`config.mk`:
```
export PLATFORM = sky130hd
export DESIGN_NAME = cdp_frame_filter_unit
export DESIGN_NICKNAME = d
export VERILOG_FILES = /design/src/design/cdpff_pkg.sv /design/src/design/cdpff_front.sv /design/src/design/cdpff_queue.sv /design/src/design/cdpff_back.sv /design/src/design/cdp_frame_filter_unit.sv
export SDC_FILE = /design/constraint.sdc
export NUM_CORES = 1
export LEC_CHECK = 0
export BUFFER_PORTS_ARGS = -buffer_cell sky130_fd_sc_hd__buf_4
export CAP_MARGIN = 20
export CORE_MARGIN = 5
export CORE_UTILIZATION = 52
export DETAILED_ROUTE_END_ITERATION = 8
export PLACE_DENSITY = 0.76
export SYNTH_ARGS = -nofsm -noshare
export SYNTH_HDL_FRONTEND = slang
export SYNTH_SLANG_ARGS = --single-unit
```
`constraint.sdc`:
```
create_clock -name clk -period 8 [get_ports clk]
set_input_delay 0.8 -clock clk [delete_from_list [all_inputs] [get_ports clk]]
set_output_delay 0.8 -clock clk [all_outputs]
set_load 0.05 [all_outputs]
```
`src/design/cdpff_pkg.sv`:
```
// Shared types, constants and byte-select functions for the CDP frame filter.
package cdpff_pkg;

    localparam int ADDR_BYTES = 6;
    localparam int LEN_END    = 14;
    localparam int HDR_END    = 22;
    localparam int PAY_W      = 9;
    localparam int COUNT_MAX  = 511;

    localparam int QUEUE_DEPTH = 4;
    localparam int QPTR_W      = $clog2(QUEUE_DEPTH);
    localparam int QCNT_W      = $clog2(QUEUE_DEPTH + 1);

    localparam logic [47:0] MATCH_ADDRESS_RESET = 48'h0100_0CCC_CCCC;
    localparam logic [63:0] LLC_HEADER_RESET    = 64'hAAAA_0300_000C_2000;

    typedef enum logic [1:0] {
        ST_OK          = 2'd0,
        ST_NOT_FOR_US  = 2'd1,
        ST_INCOMPLETE  = 2'd2,
        ST_UNKNOWN_LLC = 2'd3
    } status_t;

    typedef enum logic [1:0] {
        REG_MATCH_ADDRESS = 2'd0,
        REG_LLC_HEADER    = 2'd1
    } reg_index_t;

    typedef struct packed {
        logic [7:0] frame_byte;
        logic       last_byte;
    } frame_t;

    typedef struct packed {
        logic             kind;
        logic [7:0]       data_byte;
        status_t          status;
        logic [47:0]      source_address;
        logic [PAY_W-1:0] payload_count;
        logic             end_of_run;
    } result_t;

    // one entry per accepted byte that produces anything
    typedef struct packed {
        logic             has_payload;
        logic [7:0]       data_byte;
        logic             has_verdict;
        status_t          status;
        logic [47:0]      source_address;
        logic [PAY_W-1:0] payload_count;
    } cmd_t;

    // byte i of the address, byte 0 most significant
    function automatic logic [7:0] addr_byte(logic [47:0] addr, logic [2:0] i);
        logic [47:0] sh;
        sh = addr >> {3'd5 - i, 3'b000};
        return sh[7:0];
    endfunction

    // byte i of the LLC/SNAP header, byte 0 most significant
    function automatic logic [7:0] llc_byte(logic [63:0] hdr, logic [2:0] i);
        logic [63:0] sh;
        sh = hdr >> {3'd7 - i, 3'b000};
        return sh[7:0];
    endfunction

endpackage

```
`src/design/cdpff_front.sv`:
```
// Front end: byte position tracking, header compares and verdict classification.
module cdpff_front #(
    parameter int MAX_FRAME = 512
) (
    input  logic                clk,
    input  logic                rst_n,
    input  logic                push,
    input  cdpff_pkg::frame_t   frame,
    input  logic [47:0]         match_address,
    input  logic [63:0]         llc_header,
    input  logic                q_full,
    output logic                q_push,
    output cdpff_pkg::cmd_t     q_cmd
);

    localparam int PosW = $clog2(MAX_FRAME + 1);

    logic [PosW-1:0] pos_reg, pos_next;
    logic            addr_ok_reg, addr_ok_next;
    logic            hdr_ok_reg, hdr_ok_next;
    logic [47:0]     src_reg, src_next;
    logic [15:0]     len_reg, len_next;

    logic            accept;
    logic            in_range;
    logic            payload;
    logic [15:0]     cnt16;
    logic [15:0]     pay_wide;
    logic [cdpff_pkg::PAY_W-1:0] pay;
    cdpff_pkg::status_t status;

    always_comb
    begin
        accept       = push && !q_full;
        in_range     = pos_reg < PosW'(MAX_FRAME);
        pos_next     = pos_reg;
        addr_ok_next = addr_ok_reg;
        hdr_ok_next  = hdr_ok_reg;
        src_next     = src_reg;
        len_next     = len_reg;
        payload      = 1'b0;

        if (in_range)
        begin
            pos_next = pos_reg + 1'b1;
            if (pos_reg < PosW'(cdpff_pkg::ADDR_BYTES))
            begin
                if (frame.frame_byte != cdpff_pkg::addr_byte(match_address, pos_reg[2:0]))
                    addr_ok_next = 1'b0;
            end
            else if (pos_reg < PosW'(2 * cdpff_pkg::ADDR_BYTES))
            begin
                src_next = {src_reg[39:0], frame.frame_byte};
            end
            else if (pos_reg < PosW'(cdpff_pkg::LEN_END))
            begin
                len_next = {len_reg[7:0], frame.frame_byte};
            end
            else if (pos_reg < PosW'(cdpff_pkg::HDR_END))
            begin
                // position 14 maps to header byte 0 modulo 8
                if (frame.frame_byte !=
                    cdpff_pkg::llc_byte(llc_header, pos_reg[2:0] - 3'd6))
                    hdr_ok_next = 1'b0;
            end
            else
            begin
                payload = addr_ok_reg && hdr_ok_reg;
            end
        end

        cnt16    = 16'(pos_next);
        pay_wide = (cnt16 > 16'(cdpff_pkg::HDR_END)) ?
                   cnt16 - 16'(cdpff_pkg::HDR_END) : 16'd0;
        pay      = (pay_wide > 16'(cdpff_pkg::COUNT_MAX)) ?
                   cdpff_pkg::PAY_W'(cdpff_pkg::COUNT_MAX) : pay_wide[cdpff_pkg::PAY_W-1:0];

        if (!addr_ok_next)
            status = cdpff_pkg::ST_NOT_FOR_US;
        else if (cnt16 < 16'(cdpff_pkg::HDR_END))
            status = cdpff_pkg::ST_INCOMPLETE;
        else if (len_next != cnt16 - 16'(cdpff_pkg::LEN_END))
            status = cdpff_pkg::ST_INCOMPLETE;
        else if (!hdr_ok_next)
            status = cdpff_pkg::ST_UNKNOWN_LLC;
        else
            status = cdpff_pkg::ST_OK;

        q_cmd.has_payload    = payload;
        q_cmd.data_byte      = frame.frame_byte;
        q_cmd.has_verdict    = frame.last_byte;
        q_cmd.status         = status;
        q_cmd.source_address = src_next;
        q_cmd.payload_count  = pay;
        q_push               = accept && (payload || frame.last_byte);
    end

    always_ff @(posedge clk or negedge rst_n)
    begin
        if (!rst_n)
        begin
            pos_reg     <= '0;
            addr_ok_reg <= 1'b1;
            hdr_ok_reg  <= 1'b1;
            src_reg     <= '0;
            len_reg     <= '0;
        end
        else if (accept)
        begin
            if (frame.last_byte)
            begin
                pos_reg     <= '0;
                addr_ok_reg <= 1'b1;
                hdr_ok_reg  <= 1'b1;
                src_reg     <= '0;
                len_reg     <= '0;
            end
            else
            begin
                pos_reg     <= pos_next;
                addr_ok_reg <= addr_ok_next;
                hdr_ok_reg  <= hdr_ok_next;
                src_reg     <= src_next;
                len_reg     <= len_next;
            end
        end
    end

    a_pos_bounded: assert property (@(posedge clk) disable iff (!rst_n)
        pos_reg <= PosW'(MAX_FRAME))
        else $error("byte position beyond frame limit");

endmodule

```
`src/design/cdpff_queue.sv`:
```
// Short command queue between the front end and the result sequencer.
module cdpff_queue (
    input  logic            clk,
    input  logic            rst_n,
    input  logic            push,
    input  cdpff_pkg::cmd_t din,
    output logic            full,
    input  logic            pop,
    output cdpff_pkg::cmd_t dout,
    output logic            empty
);

    cdpff_pkg::cmd_t                    entry_reg [cdpff_pkg::QUEUE_DEPTH];
    logic [cdpff_pkg::QPTR_W-1:0]       wr_ptr_reg, rd_ptr_reg;
    logic [cdpff_pkg::QCNT_W-1:0]       count_reg, count_next;
    logic                               do_push, do_pop;

    always_comb
    begin
        full    = count_reg == cdpff_pkg::QCNT_W'(cdpff_pkg::QUEUE_DEPTH);
        empty   = count_reg == '0;
        do_push = push && !full;
        do_pop  = pop && !empty;
        dout    = entry_reg[rd_ptr_reg];
        count_next = count_reg;
        if (do_push && !do_pop)
            count_next = count_reg + 1'b1;
        else if (do_pop && !do_push)
            count_next = count_reg - 1'b1;
    end

    always_ff @(posedge clk or negedge rst_n)
    begin
        if (!rst_n)
        begin
            wr_ptr_reg <= '0;
            rd_ptr_reg <= '0;
            count_reg  <= '0;
        end
        else
        begin
            if (do_push)
                wr_ptr_reg <= wr_ptr_reg + 1'b1;
            if (do_pop)
                rd_ptr_reg <= rd_ptr_reg + 1'b1;
            count_reg <= count_next;
        end
    end

    always_ff @(posedge clk)
    begin
        if (do_push)
            entry_reg[wr_ptr_reg] <= din;
    end

    a_count_bounded: assert property (@(posedge clk) disable iff (!rst_n)
        count_reg <= cdpff_pkg::QCNT_W'(cdpff_pkg::QUEUE_DEPTH))
        else $error("queue occupancy out of range");

    a_no_push_full: assert property (@(posedge clk) disable iff (!rst_n)
        full |-> !push)
        else $error("push into full queue");

endmodule

```
`src/design/cdpff_back.sv`:
```
// Back end: expands queued commands into payload and verdict results.
module cdpff_back (
    input  logic                 clk,
    input  logic                 rst_n,
    input  logic                 q_empty,
    input  cdpff_pkg::cmd_t      q_head,
    output logic                 q_pop,
    input  logic                 pop,
    output logic                 empty,
    output cdpff_pkg::result_t   result
);

    cdpff_pkg::cmd_t    cur_reg, cur_next;
    logic               cur_valid_reg, cur_valid_next;
    cdpff_pkg::result_t out_reg, out_next;
    logic               out_valid_reg, out_valid_next;

    cdpff_pkg::cmd_t    src, rest;
    logic               src_valid, rest_valid, load;
    cdpff_pkg::result_t res;

    always_comb
    begin
        src       = cur_valid_reg ? cur_reg : q_head;
        src_valid = cur_valid_reg || !q_empty;
        load      = src_valid && (!out_valid_reg || pop);
        rest      = src;
        res       = '0;

        if (src.has_payload)
        begin
            res.kind         = 1'b0;
            res.data_byte    = src.data_byte;
            res.status       = cdpff_pkg::ST_OK;
            res.end_of_run   = !src.has_verdict;
            rest.has_payload = 1'b0;
            rest_valid       = src.has_verdict;
        end
        else
        begin
            res.kind           = 1'b1;
            res.status         = src.status;
            res.source_address = src.source_address;
            res.payload_count  = src.payload_count;
            res.end_of_run     = 1'b1;
            rest_valid         = 1'b0;
        end

        q_pop          = load && !cur_valid_reg;
        cur_next       = load ? rest : cur_reg;
        cur_valid_next = load ? rest_valid : cur_valid_reg;
        out_next       = load ? res : out_reg;
        if (load)
            out_valid_next = 1'b1;
        else if (pop)
            out_valid_next = 1'b0;
        else
            out_valid_next = out_valid_reg;

        empty  = !out_valid_reg;
        result = out_reg;
    end

    always_ff @(posedge clk or negedge rst_n)
    begin
        if (!rst_n)
        begin
            cur_valid_reg <= 1'b0;
            out_valid_reg <= 1'b0;
        end
        else
        begin
            cur_valid_reg <= cur_valid_next;
            out_valid_reg <= out_valid_next;
        end
    end

    always_ff @(posedge clk)
    begin
        cur_reg <= cur_next;
        out_reg <= out_next;
    end

    a_held_is_verdict: assert property (@(posedge clk) disable iff (!rst_n)
        cur_valid_reg |-> (cur_reg.has_verdict && !cur_reg.has_payload))
        else $error("held command is not a lone verdict");

    a_verdict_ends_run: assert property (@(posedge clk) disable iff (!rst_n)
        (out_valid_reg && out_reg.kind) |-> out_reg.end_of_run)
        else $error("verdict without end of run");

    a_split_follows: assert property (@(posedge clk) disable iff (!rst_n)
        (load && !res.end_of_run) |=> cur_valid_reg)
        else $error("payload marked mid-run with no verdict pending");

endmodule

```
`src/design/cdp_frame_filter_unit.sv`:
```
// Top level of the CDP frame filter: config registers, front end, queue and back end.
// Path: a result passes the command queue and the output register to the result ports;
// a verdict after a payload result on the same byte is held until that payload is taken.
// Throughput: one byte per cycle unless the queue is full; a byte with payload and verdict
// gives two results, absorbed by the four-entry command queue while the output port drains.
// Reset: asynchronous, active low; clears frame state, queue and output, and loads
// the default destination address and LLC/SNAP header.
module cdp_frame_filter_unit #(
    parameter int MAX_FRAME = 512
) (
    input  logic                 clk,
    input  logic                 rst_n,
    input  logic                 push,
    output logic                 full,
    input  cdpff_pkg::frame_t    frame,
    output logic                 empty,
    input  logic                 pop,
    output cdpff_pkg::result_t   result,
    input  logic                 cfg_write,
    input  logic [1:0]           cfg_index,
    input  logic [63:0]          cfg_data
);

    logic [47:0]     match_address_reg;
    logic [63:0]     llc_header_reg;

    logic            q_push, q_pop, q_full, q_empty;
    cdpff_pkg::cmd_t q_cmd, q_head;

    always_ff @(posedge clk or negedge rst_n)
    begin
        if (!rst_n)
        begin
            match_address_reg <= cdpff_pkg::MATCH_ADDRESS_RESET;
            llc_header_reg    <= cdpff_pkg::LLC_HEADER_RESET;
        end
        else if (cfg_write)
        begin
            case (cfg_index)
                cdpff_pkg::REG_MATCH_ADDRESS: match_address_reg <= cfg_data[47:0];
                cdpff_pkg::REG_LLC_HEADER:    llc_header_reg    <= cfg_data;
                default: ;
            endcase
        end
    end

    assign full = q_full;

    cdpff_front #(
        .MAX_FRAME (MAX_FRAME)
    ) u_front (
        .clk           (clk),
        .rst_n         (rst_n),
        .push          (push),
        .frame         (frame),
        .match_address (match_address_reg),
        .llc_header    (llc_header_reg),
        .q_full        (q_full),
        .q_push        (q_push),
        .q_cmd         (q_cmd)
    );

    cdpff_queue u_queue (
        .clk   (clk),
        .rst_n (rst_n),
        .push  (q_push),
        .din   (q_cmd),
        .full  (q_full),
        .pop   (q_pop),
        .dout  (q_head),
        .empty (q_empty)
    );

    cdpff_back u_back (
        .clk     (clk),
        .rst_n   (rst_n),
        .q_empty (q_empty),
        .q_head  (q_head),
        .q_pop   (q_pop),
        .pop     (pop),
        .empty   (empty),
        .result  (result)
    );

endmodule

```
==> results.cfg, run 1 <==
[route]
drc = 0
dr_total_vias = 13523
wl_per_cell_um = 22.6
dr.pass1.iters = 5
drt_iter0_drc = 1078
finalWirelength_mm = 51.4
drt.antenna.violating_nets = 0
avgViaCountPerCell = 5.95

[timing]
slew_headroom_pct = 27.6
rsz0062_at_grt = no
drv_slew = 0
hold_violations = 0
fin_crit_ns = 4.32
fmax_mhz = 232
skew_ns = 0.0385
tightest_slew_ns = 1.09
setup_viol = 0
fin_crit_sh_pct = 54.0
finalSetupTns_ns = 0

[clock_tree]
cts_tree = done
post_cts_buffers = 0
clk_path_buf_depth = 3
htreeDepth = 2
clock-sinks = 601
clk_pin_slew_worst_paths_ns = 0.06
cts_root_buf = clkbuf_16
cts_buffers = 59
hold_buffers = 0
clkLatencyLatePin_ns = 0.64
ctsResizeCount = 0

[placed_design]
place.gp.congestion = 0.828
dp_hpwl_mm = 31.3
io_buffers = 150
place_area_um2 = 27000

[final_layout]
drive_gt1_share_pct = 38.2
largest_reg_flops = 276
diodes = 0
syn2layout_area_growth_pct = 14.5
fin_nets = 1697
fin_area_um2 = 28900

[synth]
ys_warn_count = 0
seq_area_frac_synth_pct = 67.6
async_reset_ff_share_pct = 32.8
synth_nets = 1552
syn_inst = 1463
ys_ff_latch = 601
syn_area_um2 = 25300
yosys.cell_types.count = 76
synth_edf_count = 404
ys.flop_type = edfxtp_1
synth_area_per_cell_um2 = 17.3

[flow_run]
drv_cap = 0

[grt]
grt_pass1_vias = 13876
grt_max_degree = 112
antenna_found_initial = 2
grt_pass1_wl_mm = 80.3
grt_util_all_layers_pct = 19.2
grt_overflow_total = 0

[setup_path]
cp.arrival_ns = 4.58
crit_fanout = 53
worstSetupPathType = reg -> reg
crit_path_frequent_cell = nor2_1
critPathSlowestCell = dfrtp_2
slowest_delay_ns = 1.00
cp-start-kind = flip-flop
cp-end-kind = flip-flop
worstPathRequired_ns = 8.26
crit_chain = a21oi_1, o211ai_1, nor4b_1, nor2_1, nor2_1, and2_2, buf_4

[worst_hold_path]
hold_class = in -> async

[power]
p_per_area_nw_per_um2 = 365
power_leakage_nw = 10.9
vdd_ir_drop_max_v = 0.000188

[floorplanning]
start_util_pct = 52.7
fp-row-count = 80
dieHeight_um = 230
io_pins = 151
die_w_um = 230
fp.dieArea_um2 = 53100
fp.coreArea_um2 = 47900

[outcome]
status = finished clean
[where the power goes]
part           switching, W  internal [W]  leakage [nW]  total [W]
Clock               0.00118       0.00154         0.942    0.00272
Combinational       0.00193       0.00141          3.69    0.00335
Sequential         0.000305       0.00421          6.28    0.00451
[placed cells by master, fill, tap and decap left out, types with 3 or more instances in the layout]
cell type   instances
dfrtp_1           162
nand3b_1            4
nor4_1              6
nor2_1             20
a22o_1             49
clkbuf_16          60
a21boi_0            5
clkinv_2           12
nand2b_1            6
clkinv_1            4
mux2i_1            22
inv_1              12
nand4_1            10
nand2_1            43
clkinvlp_4          3
o21ai_0            31
dfrtp_2             4
clkbuf_1           17
nor3_1              5
buf_4             169
clkbuf_8           10
mux4_2             87
or3_1               3
nor2b_1             7
a21oi_1            15
mux2_2            225
nand3_1             8
ha_1                8
a31o_2              3
a22oi_1            25
xnor2_1            26
and2_2              4
dfstp_2            30
nor4b_1             3
o31ai_1             6
edfxtp_1          404
and2_1             70
xor2_1             13
[routing by layer]
metal	share of wire [%]	up-vias	track usage, %	wire, um
li1	-	5972	-	-
met1	42	7018	26.5	21400
met2	49	438	31.7	25400
met3	6.0	93	3.71	3070
met4	2.8	2	5.59	1460
met5	0.039	-	0	20
[per-stage QoR]
stage | hold slack [ns] | utilization, % | setup slack, ns | total power [W] | cells
CTS | 0.336 | 60.3 | 3.62 | 0.0107 | 2272
finish | 0.287 | 60.4 | 3.68 | 0.0106 | 2274
detailed placement | 0.488 | 56.3 | 3.62 | 0.00796 | 2160
global placement | 0.481 | 56.3 | 3.74 | 0.00789 | 2160
floorplan | 0.450 | - | 0.706 | 0.00704 | 1463
global route | 0.377 | 60.4 | 3.30 | 0.0111 | 2274
[final cells by class]
cell class	instances	area, um^2
sequential	601	17100
tap	615	769
multi-input combinational	763	7770
clock buffer	86	1690
clock inverter	26	244
timing repair buffer	171	1310
fill	3475	19000
inverter	12	45.0
[final timing paths]
check | from | to | depth (start not counted) | slack (ns)
hold / removal | rst_n | llc_header_reg[23] | 1 | 0.29
setup / recovery | u_front.pos_reg[1] | u_queue.entry_reg[0][16] | 7 | 3.68
max in group asynchronous | rst_n | llc_header_reg[51] | 3 | 6.50
min in group clk | cfg_data[54] | llc_header_reg[54] | 2 | 0.40
hold reg to reg | llc_header_reg[7] | llc_header_reg[7] | 1 | 0.50
setup reg to reg | u_front.pos_reg[1] | u_queue.entry_reg[0][16] | 7 | 3.68
[cell usage after synthesis, types with 3 or more instances]
master	count	area [um^2]
mux4_2	87	1960
dfrtp_1	167	4180
nand4_1	10	62.6
o31ai_1	6	45.0
edfxtp_1	404	12100
nor2b_1	8	50.1
nor3b_1	3	22.5
inv_1	12	45.0
nor2_1	21	78.8
mux2i_1	22	220
ha_1	8	100
and2_1	74	463
nand3_1	8	40.0
nor4b_1	3	26.3
dfstp_2	30	788
xnor2_1	26	228
nand3b_1	4	30.0
a31o_2	3	26.3
buf_2	12	60.1
a21boi_0	5	37.5
nand2b_1	7	43.8
buf_1	10	37.5
xor2_1	13	114
o21ai_0	31	155
clkbuf_1	59	221
a21oi_1	15	75.1
nor4_1	6	37.5
a22oi_1	25	188
or3_1	3	18.8
mux2_2	225	2530
nand2_1	44	165
nor3_1	5	25.0
a22o_1	49	429
[kinds of logic after synthesis]
| family | synth area share (%) |
|---|---|
| AO/OA/AOI/OAI | 4.77 |
| XOR/XNOR | 1.59 |
| adder cells (fa/ha/maj) | 0.475 |
| buffers and inverters | 1.73 |
| flip-flops | 67.6 |
| multiplexers | 19.0 |
| AND/OR/NAND/NOR | 4.80 |
[worst max-delay path: cells and delay by family (launching register included)]
kind / cells / cell delay, ns
buf+inv: 1 / 0.69
flops: 1 / 1.00
compound gates: 2 / 0.50
simple gates: 4 / 1.66
Power figures use the tool's default switching activity.
==> run 2: changes to the inputs <==
- PLACE_DENSITY: 0.76 -> 0.79
- clock period: 8 -> 3.57 ns (I/O delays scaled with it)
==> results.cfg, run 2 (synthesized netlist as in run 1, its figures left out) <==
[setup_path]
r2r_cells = 8
cp.arrival_ns = 3.61
cp-end-kind = flip-flop
worstSetupPathType = reg -> reg
cp-start-kind = flip-flop
r2r_slack_ns = 0.31
worstPathRequired_ns = 3.92
timing.rr.start = u_front.pos_reg[2]
crit_fanout = 13
r2r_end = u_queue.entry_reg[0][57]

[clock_tree]
clk_pin_slew_worst_paths_ns = 0.06
clk_path_buf_depth = 3
cts_buffers = 58
cts_root_buf = clkbuf_16
post_cts_buffers = 0
clock-sinks = 601
clkLatencyLatePin_ns = 0.62
htreeDepth = 2
cts_tree = done

[flow_run]
drv_cap = 0

[final_layout]
diodes = 0
n_fill_cell = 3309
largest_reg_flops = 276
drive_gt1_share_pct = 37.1
fin_area_um2 = 29800
final_cell_mix = 404 x edfxtp_1, 225 x mux2_2, 175 x buf_4
fin_nets = 1773
final_util_pct = 62.1
syn2layout_area_growth_pct = 17.7
layout_commonest_cell = edfxtp_1

[timing]
setup_viol = 0
hold_violations = 0
slew_headroom_pct = 34.2
skew_ns = 0.0221
fmax_mhz = 306
tightest_slew_ns = 0.988
whs_ns = 0.0424
drv_slew = 0
fin_crit_sh_pct = 91.4
fin_crit_ns = 3.26
rsz0062_at_grt = no
worst_slack_ns = 0.306
finalSetupTns_ns = 0

[grt]
antenna_found_initial = 0
grt_max_degree = 119
grt_util_all_layers_pct = 20.0
grt_pass1_wl_mm = 84.3
grt_overflow_total = 0
grt_pass1_vias = 14673

[placed_design]
io_buffers = 150
place_area_um2 = 27200
dp_hpwl_mm = 31.4
place.gp.congestion = 0.895
post-place-ws_ns = 0.266

[floorplanning]
die_w_um = 230
io_pins = 151
start_util_pct = 52.7
fp-row-count = 80
fp.coreArea_um2 = 47900
dieHeight_um = 230
fp.dieArea_um2 = 53100

[worst_hold_path]
hold_class = in -> reg
hp-start = cfg_data[10]
min_to = llc_header_reg[10]
min_path_cells = 2

[route]
finalWirelength_mm = 53.2
drt.antenna.violating_nets = 0
dr.pass1.iters = 7
wl_per_cell_um = 22.6
drt_iter0_drc = 1016
avgViaCountPerCell = 5.94
drc = 0
dr_total_vias = 13955

[power]
p_per_area_nw_per_um2 = 805
power_leakage_nw = 11.3
vdd_ir_drop_max_v = 0.000437

[outcome]
status = finished clean
-- run 2: cell count changes in the layout (fill, tap and decap cells not counted), sizes merged --
cell / before / now
buf: 170 / 184
clkinvlp: 3 / 1
clkbuf: 87 / 89
bufinv: 2 / 4
dlygate4sd3: 0 / 63
clkinv: 20 / 16
-- run 2: layout make-up --
type                            instances  area [um^2]  share of cell area [%]
Inverter                               12         45.0                   0.151
Clock buffer                           88         1700                    5.70
Tap cell                              615          769                    2.59
Multi-Input combinational cell        763         7780                    26.1
Timing Repair Buffer                  248         2140                    7.18
Clock inverter                         22          231                   0.778
Sequential cell                       601        17100                    57.5
-- run 2: worst max path at each step --
| stage | slack [ns] | depth (start not counted) | endpoint | start |
|---|---|---|---|---|
| after floorplan | 0.15 | 9 | u_queue.entry_reg[0][0] | u_front.pos_reg[1] |
| after global placement | 0.42 | 9 | u_queue.entry_reg[0][1] | u_front.pos_reg[1] |
| after global routing | 0.09 | 8 | u_queue.entry_reg[0][57] | u_front.pos_reg[2] |
| after CTS | 0.25 | 9 | u_queue.entry_reg[1][4] | u_front.pos_reg[1] |
| after detailed placement | 0.27 | 9 | u_queue.entry_reg[2][4] | u_front.pos_reg[1] |
| final | 0.31 | 8 | u_queue.entry_reg[0][57] | u_front.pos_reg[2] |
-- run 2: power breakdown --
| part | internal [W] | switching (W) | total [W] |
|---|---|---|---|
| combinational | 0.00333 | 0.00448 | 0.00781 |
| clock | 0.00356 | 0.00256 | 0.00612 |
| sequential | 0.00942 | 0.000599 | 0.0100 |
| total | 0.0163 | 0.00764 | 0.0240 |
-- run 2: critical path: stages, from the launching register on --
cell	delay [ns]
dfrtp_1	0.59
ha_1	0.29
nand3b_1	0.24
o21a_1	0.28
nor2_1	0.44
nand3_1	0.17
nor4b_1	0.32
o2111ai_1	0.23
o31ai_1	0.45
-- run 2: per-layer routing --
layer / global-route usage, % / share of wire, % / vias up
met1: 26.9 / 41 / 7240
met5: 0 / 0 / -
met3: 3.59 / 6.4 / 97
met2: 34.0 / 50 / 490
met4: 5.77 / 2.6 / 0
li1: - / - / 6128
-- run 2: timing repair --
action,4_1_cts,5_1_grt
gates resized for setup,0,1
hold buffers,63,0
hold endpoints to repair,203,0
endpoints found under the setup margin,0,32
-- run 2: per-stage QoR --
step | cells | power, W
6_report | 2349 | 0.0240
5_1_grt | 2349 | 0.0251
4_1_cts | 2349 | 0.0242
3_5_place_dp | 2176 | 0.0180
3_3_place_gp | 2176 | 0.0178
2_1_floorplan | 1463 | 0.0157
